File: config.mk
export PLATFORM = sky130hd
export DESIGN_NAME = flux_interval_capture_flat
export DESIGN_NICKNAME = d
export VERILOG_FILES = /design/src/sv/fic_pkg.sv /design/src/sv/fic_stream_if.sv /design/src/sv/fic_step.sv /design/src/sv/flux_interval_capture.sv /design/src/flat_wrapper.sv
export VERILOG_INCLUDE_DIRS = /design/src /design/src/sv
export SDC_FILE = /design/constraint.sdc
export NUM_CORES = 1
export LEC_CHECK = 0
export BUFFER_PORTS_ARGS = -buffer_cell sky130_fd_sc_hd__buf_2
export CAP_MARGIN = 20
export CORE_MARGIN = 2
export CORE_UTILIZATION = 45
export DETAILED_ROUTE_END_ITERATION = 7
export SYNTH_ARGS = -nofsm -noshare
export SYNTH_HDL_FRONTEND = slang
export SYNTH_HIERARCHICAL = 1
export SYNTH_SLANG_ARGS = --single-unit
File: constraint.sdc
create_clock -name clk_i -period 13.1 [get_ports clk_i]
set_input_delay 0.655 -clock clk_i [delete_from_list [all_inputs] [get_ports clk_i]]
set_output_delay 0.655 -clock clk_i [all_outputs]
set_load 0.02 [all_outputs]
File: src/sv/assert_macros.svh
// assertion macros used by the flux_interval_capture rtl
// no dependencies; compiled out when SYNTH is defined
`ifndef ASSERT_MACROS_SVH
`define ASSERT_MACROS_SVH

`ifndef SYNTH
// property must hold at every clock edge outside reset
`define FIC_ASSERT(label, clk, rst_n, prop, msg) \
  label: assert property (@(posedge clk) disable iff (!rst_n) prop) else $error(msg);
// condition must never be seen outside reset
`define FIC_NEVER(label, clk, rst_n, cond, msg) \
  label: assert property (@(posedge clk) disable iff (!rst_n) !(cond)) else $error(msg);
`else
`define FIC_ASSERT(label, clk, rst_n, prop, msg)
`define FIC_NEVER(label, clk, rst_n, cond, msg)
`endif

`endif

File: src/sv/fic_pkg.sv
// types and constants of the flux interval capture block
// no dependencies
`default_nettype none

package fic_pkg;

  localparam int unsigned CountBits = 20;
  localparam int unsigned TotalBits = 32;
  localparam int unsigned WordBits  = 16;
  localparam int unsigned WidthBits = 8;

  localparam logic [CountBits-1:0] BufLenReset   = 20'hFFFFF;
  localparam logic [TotalBits-1:0] CountLimReset = 32'd0;
  localparam logic                 RecIdxReset   = 1'b1;
  localparam logic [TotalBits-1:0] TotalMax      = 32'hFFFFFFFF;

  // configuration register indexes
  typedef enum logic [1:0] {
    REG_BUFFER_LENGTH = 2'd0,
    REG_COUNT_LIMIT   = 2'd1,
    REG_RECORD_INDEX  = 2'd2
  } cfg_reg_e;

  // why a capture ended
  typedef enum logic [1:0] {
    STOP_NONE  = 2'd0,
    STOP_FULL  = 2'd1,
    STOP_LIMIT = 2'd2,
    STOP_INDEX = 2'd3
  } stop_e;

  typedef struct packed {
    logic                restart;
    logic                index_level;
    logic                sample_valid;
    logic [WordBits-1:0] sample_word;
  } in_t;

  typedef struct packed {
    logic                 pulse_valid;
    logic [WidthBits-1:0] pulse_width;
    logic [CountBits-1:0] pulse_position;
    logic                 index_event;
    logic [CountBits-1:0] index_offset;
    logic                 done_res;
    logic [1:0]           stop_reason;
  } out_t;

  typedef struct packed {
    logic [1:0]  index;
    logic [31:0] data;
  } cfg_t;

  // capture control state, sample baseline kept apart
  typedef struct packed {
    logic                 baseline_taken;
    logic                 previous_index;
    logic                 finished;
    stop_e                end_cause;
    logic [CountBits-1:0] pulse_count;
    logic [TotalBits-1:0] interval_total;
  } ctl_t;

  // register settings seen by the step logic
  typedef struct packed {
    logic [CountBits-1:0] buffer_length;
    logic [TotalBits-1:0] count_limit;
    logic                 record_index;
  } regs_t;

endpackage

`default_nettype wire

File: src/sv/fic_stream_if.sv
// valid/ready channel carrying one beat of any payload type
// payload types come from fic_pkg
`default_nettype none

interface fic_stream_if #(
  parameter type T = logic
);
  logic valid;
  logic ready;
  T     data;

  modport source (output valid, output data, input ready);
  modport sink   (input valid, input data, output ready);
endinterface

`default_nettype wire

File: src/sv/fic_step.sv
// one tick of the capture: restart, buffer check, index edge, sample
// depends on fic_pkg
`default_nettype none

module fic_step
  import fic_pkg::*;
#(
  parameter int unsigned SAMPLE_BITS = 16,
  parameter int unsigned PULSE_MAX   = 255
) (
  input  in_t                    item_i,
  input  regs_t                  regs_i,
  input  ctl_t                   ctl_i,
  input  logic [SAMPLE_BITS-1:0] prev_sample_i,
  output ctl_t                   ctl_o,
  output logic [SAMPLE_BITS-1:0] prev_sample_o,
  output out_t                   res_o
);

  localparam logic [31:0] PulseMax = 32'(PULSE_MAX);

  logic [SAMPLE_BITS-1:0] smp;
  logic [SAMPLE_BITS-1:0] diff;
  logic [31:0]            delta;
  logic [32:0]            sum;
  logic [CountBits-1:0]   cnt_inc;

  // modular interval, halved
  assign smp   = SAMPLE_BITS'(32'(item_i.sample_word));
  assign diff  = prev_sample_i - smp;
  assign delta = 32'(diff[SAMPLE_BITS-1:1]);

  always_comb begin
    ctl_o         = ctl_i;
    prev_sample_o = prev_sample_i;
    res_o         = '0;
    sum           = '0;
    cnt_inc       = '0;

    // restart clears everything and latches the index level
    if (item_i.restart) begin
      ctl_o.baseline_taken = 1'b0;
      ctl_o.previous_index = item_i.index_level;
      ctl_o.finished       = 1'b0;
      ctl_o.end_cause      = STOP_NONE;
      ctl_o.pulse_count    = '0;
      ctl_o.interval_total = '0;
      prev_sample_o        = '0;
    end

    // buffer already full
    if (!ctl_o.finished && ctl_o.pulse_count >= regs_i.buffer_length) begin
      ctl_o.finished  = 1'b1;
      ctl_o.end_cause = STOP_FULL;
    end

    // index falling edge
    if (!ctl_o.finished) begin
      if (ctl_o.previous_index && !item_i.index_level && regs_i.record_index) begin
        res_o.index_event  = 1'b1;
        res_o.index_offset = ctl_o.pulse_count;
        if (regs_i.count_limit == '0) begin
          ctl_o.finished  = 1'b1;
          ctl_o.end_cause = STOP_INDEX;
        end
      end
      ctl_o.previous_index = item_i.index_level;
    end

    // sample: baseline first, then one pulse per sample
    if (!ctl_o.finished && item_i.sample_valid) begin
      prev_sample_o = smp;
      if (!ctl_o.baseline_taken) begin
        ctl_o.baseline_taken = 1'b1;
      end else begin
        sum     = {1'b0, ctl_o.interval_total} + {1'b0, delta};
        cnt_inc = ctl_o.pulse_count + CountBits'(1);
        ctl_o.interval_total = sum[32] ? TotalMax : sum[31:0];
        res_o.pulse_valid    = 1'b1;
        res_o.pulse_width    = (delta > PulseMax) ? PulseMax[WidthBits-1:0]
                                                  : delta[WidthBits-1:0];
        res_o.pulse_position = ctl_o.pulse_count;
        ctl_o.pulse_count    = cnt_inc;
        if (regs_i.count_limit != '0 && ctl_o.interval_total >= regs_i.count_limit) begin
          ctl_o.finished  = 1'b1;
          ctl_o.end_cause = STOP_LIMIT;
        end else if (cnt_inc >= regs_i.buffer_length) begin
          ctl_o.finished  = 1'b1;
          ctl_o.end_cause = STOP_FULL;
        end
      end
    end

    res_o.done_res    = ctl_o.finished;
    res_o.stop_reason = ctl_o.end_cause;
  end

endmodule

`default_nettype wire

File: src/sv/flux_interval_capture.sv
// flux interval capture: an input beat passes the input register, then the result
// register, before it leaves as a result beat; one beat accepted every cycle
// while the result side keeps taking beats. a stalled result holds both stages.
// reset clears capture state and loads register defaults: buffer_length
// 1048575, count_limit 0, record_index 1. no clearing pass after reset.
`default_nettype none
`include "assert_macros.svh"

module flux_interval_capture
  import fic_pkg::*;
#(
  parameter int unsigned SAMPLE_BITS = 16,
  parameter int unsigned PULSE_MAX   = 255
) (
  input  wire           clk_i,
  input  wire           rst_ni,
  fic_stream_if.sink    cfg_i,
  fic_stream_if.sink    in_i,
  fic_stream_if.source  out_o
);

  regs_t                  regs_q;
  in_t                    in_q;
  logic                   in_vld_q;
  ctl_t                   ctl_q, ctl_d;
  logic [SAMPLE_BITS-1:0] prev_q, prev_d;
  out_t                   out_q, res_d;
  logic                   out_vld_q;
  logic                   adv;

  // configuration writes are always taken
  assign cfg_i.ready = 1'b1;

  always_ff @(posedge clk_i or negedge rst_ni) begin
    if (!rst_ni) begin
      regs_q.buffer_length <= BufLenReset;
      regs_q.count_limit   <= CountLimReset;
      regs_q.record_index  <= RecIdxReset;
    end else if (cfg_i.valid) begin
      unique case (cfg_i.data.index)
        REG_BUFFER_LENGTH: regs_q.buffer_length <= cfg_i.data.data[CountBits-1:0];
        REG_COUNT_LIMIT:   regs_q.count_limit   <= cfg_i.data.data;
        REG_RECORD_INDEX:  regs_q.record_index  <= cfg_i.data.data[0];
        default: ;
      endcase
    end
  end

  // handshake: input stage moves on when the result stage is free
  assign adv        = in_vld_q && (!out_vld_q || out_o.ready);
  assign in_i.ready = !in_vld_q || adv;

  always_ff @(posedge clk_i or negedge rst_ni) begin
    if (!rst_ni) begin
      in_vld_q <= 1'b0;
    end else if (in_i.ready) begin
      in_vld_q <= in_i.valid;
    end
  end

  // input payload register
  always_ff @(posedge clk_i) begin
    if (in_i.valid && in_i.ready) begin
      in_q <= in_i.data;
    end
  end

  fic_step #(
    .SAMPLE_BITS (SAMPLE_BITS),
    .PULSE_MAX   (PULSE_MAX)
  ) u_step (
    .item_i        (in_q),
    .regs_i        (regs_q),
    .ctl_i         (ctl_q),
    .prev_sample_i (prev_q),
    .ctl_o         (ctl_d),
    .prev_sample_o (prev_d),
    .res_o         (res_d)
  );

  // capture state
  always_ff @(posedge clk_i or negedge rst_ni) begin
    if (!rst_ni) begin
      ctl_q.baseline_taken <= 1'b0;
      ctl_q.previous_index <= 1'b1;
      ctl_q.finished       <= 1'b0;
      ctl_q.end_cause      <= STOP_NONE;
      ctl_q.pulse_count    <= '0;
      ctl_q.interval_total <= '0;
      prev_q               <= '0;
    end else if (adv) begin
      ctl_q  <= ctl_d;
      prev_q <= prev_d;
    end
  end

  // result stage
  always_ff @(posedge clk_i or negedge rst_ni) begin
    if (!rst_ni) begin
      out_vld_q <= 1'b0;
    end else if (adv) begin
      out_vld_q <= 1'b1;
    end else if (out_o.ready) begin
      out_vld_q <= 1'b0;
    end
  end

  always_ff @(posedge clk_i) begin
    if (adv) begin
      out_q <= res_d;
    end
  end

  assign out_o.valid = out_vld_q;
  assign out_o.data  = out_q;

  // checks on the state and stage logic
  `FIC_ASSERT(a_fin_hold, clk_i, rst_ni, (ctl_q.finished && !(adv && in_q.restart)) |=> ctl_q.finished, "capture left finished without restart")
  `FIC_ASSERT(a_state_idle, clk_i, rst_ni, !adv |=> ($stable(ctl_q) && $stable(prev_q)), "state changed with no beat processed")
  `FIC_ASSERT(a_count_step, clk_i, rst_ni, (adv && res_d.pulse_valid) |=> (ctl_q.pulse_count == CountBits'($past(res_d.pulse_position) + CountBits'(1))), "pulse count not one past position")
  `FIC_ASSERT(a_in_hold, clk_i, rst_ni, (in_vld_q && !adv) |=> (in_vld_q && $stable(in_q)), "held input beat lost")
  `FIC_NEVER(a_done_pulse, clk_i, rst_ni, out_vld_q && out_q.pulse_valid && out_q.done_res && out_q.stop_reason == STOP_INDEX, "pulse reported on an index stop")

endmodule

`default_nettype wire

File: src/flat_wrapper.sv
// flat-port wrapper written by rule: the top's interface ports become plain ports
module flux_interval_capture_flat import fic_pkg::*;
#(
  parameter int unsigned SAMPLE_BITS = 16,
  parameter int unsigned PULSE_MAX   = 255
)
  (clk_i, rst_ni, cfg_i_valid, cfg_i_data, cfg_i_ready, in_i_valid, in_i_data, in_i_ready, out_o_valid, out_o_data, out_o_ready);
  fic_stream_if #(.T(cfg_t)) cfg_i_i ();
  fic_stream_if #(.T(in_t)) in_i_i ();
  fic_stream_if #(.T(out_t)) out_o_i ();
  input  wire clk_i;
  input  wire rst_ni;
  input wire logic [$bits(cfg_i_i.valid)-1:0] cfg_i_valid;
  input wire logic [$bits(cfg_i_i.data)-1:0] cfg_i_data;
  output wire logic [$bits(cfg_i_i.ready)-1:0] cfg_i_ready;
  input wire logic [$bits(in_i_i.valid)-1:0] in_i_valid;
  input wire logic [$bits(in_i_i.data)-1:0] in_i_data;
  output wire logic [$bits(in_i_i.ready)-1:0] in_i_ready;
  output wire logic [$bits(out_o_i.valid)-1:0] out_o_valid;
  output wire logic [$bits(out_o_i.data)-1:0] out_o_data;
  input wire logic [$bits(out_o_i.ready)-1:0] out_o_ready;
  assign cfg_i_i.valid = cfg_i_valid;
  assign cfg_i_i.data = cfg_i_data;
  assign cfg_i_ready = cfg_i_i.ready;
  assign in_i_i.valid = in_i_valid;
  assign in_i_i.data = in_i_data;
  assign in_i_ready = in_i_i.ready;
  assign out_o_valid = out_o_i.valid;
  assign out_o_data = out_o_i.data;
  assign out_o_i.ready = out_o_ready;
  flux_interval_capture #(.SAMPLE_BITS(SAMPLE_BITS), .PULSE_MAX(PULSE_MAX)) u_core (.clk_i(clk_i), .rst_ni(rst_ni), .cfg_i(cfg_i_i), .in_i(in_i_i), .out_o(out_o_i));
endmodule
==> reports/qor.csv <==
metric,value,unit
outcome,finished clean,
vias post-DR,9987,
maximum level of the CTS H-tree,4,
classification of the worst-slack hold path,input port to asynchronous set/reset pin,
routability congestion estimate,0.900,
number of synthesized flops with an enable pin,72,
minimum clock period after layout,7.47,ns
Cell Count Post-Placement,1763,
global-route wire length before repair,54.3,mm
GRT Total Usage,22.2,%
placeable core area,0.0296,mm2
cts-stage hold buffer count,0,
kind of launch point of the worst setup path,flip-flop,
"commonest cells after routing, fill and taps aside","sky130_fd_sc_hd__nand2_1 (128), sky130_fd_sc_hd__buf_2 (111), sky130_fd_sc_hd__dfrtp_1 (106), sky130_fd_sc_hd__ha_1 (102), sky130_fd_sc_hd__inv_1 (90)",
standard-cell row count,63,
share of async-settable or async-resettable flops after synthesis,64.0,%
maximum number of pins on one net before global-route repair,75,
delay contributed by the slowest stage of the critical path,0.57,ns
# diodes,0,
vias in the first global route,9886,
Post-Route Setup TNS,0,ns
static leakage,0.00725,uW
Post-Synthesis Cell Area,0.0135,mm2
chip width,177,um
starting density of the core,45.7,%
largest voltage drop on the vdd net,0.0889,mV
number of detailed-route iterations in the first pass,5,
number of maximum-capacitance violations,0,
final std cells w/o fill,1795,
total length of routed wires,33.6,mm
kind of end point of the critical path,flip-flop,
share of layout cells above drive strength 1,23.8,%
CTS buffer count,17,
post-CTS setup buffer count,0,
Chip Height,177,um
total congestion overflow after global routing,0,
standard cell with the maximum stage delay on the critical path,sky130_fd_sc_hd__xor2_1,
total I/O pin count,114,
sequential standard cell area,0.00539,mm2
clock edge transition at the registers on the reported setup and hold paths,0.08,ns
total of cells resized after clock tree synthesis,0,
total area of multi-input combinational cells,0.00745,mm2
commonest register cell after synthesis,sky130_fd_sc_hd__dfrtp_1,
total number of yosys warnings,6,
synthesized area per cell,10.4,um2
wire length per cell after detailed routing,18.7,um
number of nets still failing antenna checks after routing,0,
unrepaired setup endpoints after global routing,false,
maximum operating frequency,0.134,GHz
Final period util,57.0,%
Post-layout nets,1554,
number of design-rule violations left by the first detailed-router iteration,591,
syn_nets,1465,
antenna violations before repair,0,
number of port buffers,112,
clk root buf,sky130_fd_sc_hd__clkbuf_16,
number of pins exceeding their max-slew limit in the final report,0,
TritonCTS sink count,200,
crit-path most repeated cell,sky130_fd_sc_hd__a21oi_1,
dpl hpwl,24.7,mm
post-synthesis to final-layout area growth,10.4,%
die footprint,0.0315,mm2
WS Path Type,flip-flop to flip-flop,
cell type group with the largest total delay on the critical path,compound AO/OA/AOI/OAI gates,
power per cell area,142,mW/mm2
headroom to the max-slew limit,37.6,%
transition time at the pin with the least slew margin,0.935,ns
CTS tree,built,
number of buffers on the longest clock path,2,
biggest fanout along the worst timing path,9,
Synth Register Bits,200,
number of buffers and inverters on the critical path,1,
fillers,2781,
CP Data Required Time,13.44,ns
data arrival time of the worst path,7.80,ns
clock tree skew after final layout,0.0145,ns
via density per instance,5.56,
Hold Fails Final Rpt,0,
number of cells produced by synthesis,1303,
sequential element share of the synthesized area,39.8,%
Worst-Skew Late Latency,0.45,ns
final setup fails,0,
Residual DRC,0,
"most common cell after layout, fill and taps aside",sky130_fd_sc_hd__nand2_1,
Synth cell types,88,
[state kept, by name (all words and copies together) (netlist names)]
name,count
u_core/ctl_q,57
u_core/out_o.data,53
u_core/regs_q,53
u_core/in_q,19
u_core/prev_q,16
u_core/in_vld_q,1
u_core/out_o.valid,1
[kinds of logic after synthesis]
kind of cell / share of synthesized area, %
other: 0.0277
AND/OR/NAND/NOR: 15.7
buffers and inverters: 5.25
AO/OA/AOI/OAI: 11.2
adder cells (fa/ha/maj): 9.72
multiplexers: 13.8
flip-flops: 39.8
XOR/XNOR: 4.45
[routing by layer]
| metal | part of all wire, % | GRT usage, % | vias up |
|---|---|---|---|
| li1 | - | - | 4827 |
| met1 | 45 | 28.7 | 4889 |
| met2 | 50 | 38.7 | 239 |
| met3 | 3.4 | 2.70 | 32 |
| met4 | 2.0 | 6.59 | 0 |
| met5 | 0 | 0 | - |
[where the power goes]
group          total, uW  switching, uW  internal [uW]
Clock                547            258            289
Combinational        776            449            327
Sequential           795           54.3            741
[worst paths after layout]
check / startpoint / end / slack [ns] / depth (start not counted)
setup / recovery: u_core/prev_q[0] / u_core/ctl_q[52] / 5.63 / 27
hold / removal: rst_ni / u_core/ctl_q[28] / 0.24 / 1
setup reg to reg: u_core/prev_q[0] / u_core/ctl_q[52] / 5.63 / 27
hold reg to reg: u_core/ctl_q[0] / u_core/ctl_q[0] / 0.50 / 1
max in group asynchronous: rst_ni / u_core/ctl_q[41] / 11.66 / 2
min in group clk_i: in_i_data[9] / u_core/in_q[9] / 0.38 / 1
[stage by stage]
step                      total power (uW)  setup slack, ns  instance area (um2)  utilization (%)  hold WS (ns)
after CTS                             2130             5.72                15000             50.5         0.257
final                                 2120             5.63                15000             50.5         0.235
after global routing                  2250             4.93                15000             50.5         0.283
after detailed placement              1570             5.77                14300             48.4         0.484
after floorplan                       1370             6.87                13500                -         0.359
after global placement                1560             5.93                14300             48.3         0.482
[cell type report]
class,count,area share [%]
clock buffer,22,3.45
tap,390,3.26
multi-input combinational,957,49.8
sequential,200,36.0
timing repair buffer,124,4.47
clock inverter,10,0.644
inverter,92,2.31
[cells in the mapped netlist (4+ instances only)]
cell type,instances,share of area [%]
sky130_fd_sc_hd__a211oi_1,10,0.55
sky130_fd_sc_hd__a21o_1,37,2.1
sky130_fd_sc_hd__a21oi_1,49,1.8
sky130_fd_sc_hd__a31oi_1,16,0.74
sky130_fd_sc_hd__a41oi_1,4,0.26
sky130_fd_sc_hd__and2_1,26,1.2
sky130_fd_sc_hd__and2b_1,4,0.22
sky130_fd_sc_hd__and3_1,28,1.3
sky130_fd_sc_hd__and4_1,7,0.45
sky130_fd_sc_hd__buf_12,7,1.0
sky130_fd_sc_hd__buf_2,9,0.33
sky130_fd_sc_hd__buf_4,6,0.33
sky130_fd_sc_hd__clkbuf_1,28,0.78
sky130_fd_sc_hd__dfrtp_1,106,20
sky130_fd_sc_hd__dfstp_2,22,4.3
sky130_fd_sc_hd__edfxtp_1,72,16
sky130_fd_sc_hd__ha_1,102,9.4
sky130_fd_sc_hd__inv_1,91,2.5
sky130_fd_sc_hd__mux2_1,12,1.0
sky130_fd_sc_hd__mux2_2,71,5.9
sky130_fd_sc_hd__mux2_4,59,6.5
sky130_fd_sc_hd__mux2i_1,4,0.30
sky130_fd_sc_hd__nand2_1,128,3.5
sky130_fd_sc_hd__nand2b_1,6,0.28
sky130_fd_sc_hd__nand3_1,30,1.1
sky130_fd_sc_hd__nand3b_1,4,0.22
sky130_fd_sc_hd__nand4_1,14,0.65
sky130_fd_sc_hd__nor2_1,57,1.6
sky130_fd_sc_hd__nor2b_1,37,1.7
sky130_fd_sc_hd__nor3_1,19,0.70
sky130_fd_sc_hd__nor4_1,16,0.74
sky130_fd_sc_hd__o2111ai_1,5,0.32
sky130_fd_sc_hd__o211ai_1,4,0.22
sky130_fd_sc_hd__o21a_1,7,0.39
sky130_fd_sc_hd__o21ai_0,52,1.9
sky130_fd_sc_hd__o21ai_1,9,0.33
sky130_fd_sc_hd__o21bai_1,6,0.33
sky130_fd_sc_hd__or2_2,4,0.18
sky130_fd_sc_hd__or3_1,7,0.32
sky130_fd_sc_hd__xnor2_1,42,2.7
sky130_fd_sc_hd__xor2_1,25,1.6
Power figures use the tool's default switching activity.
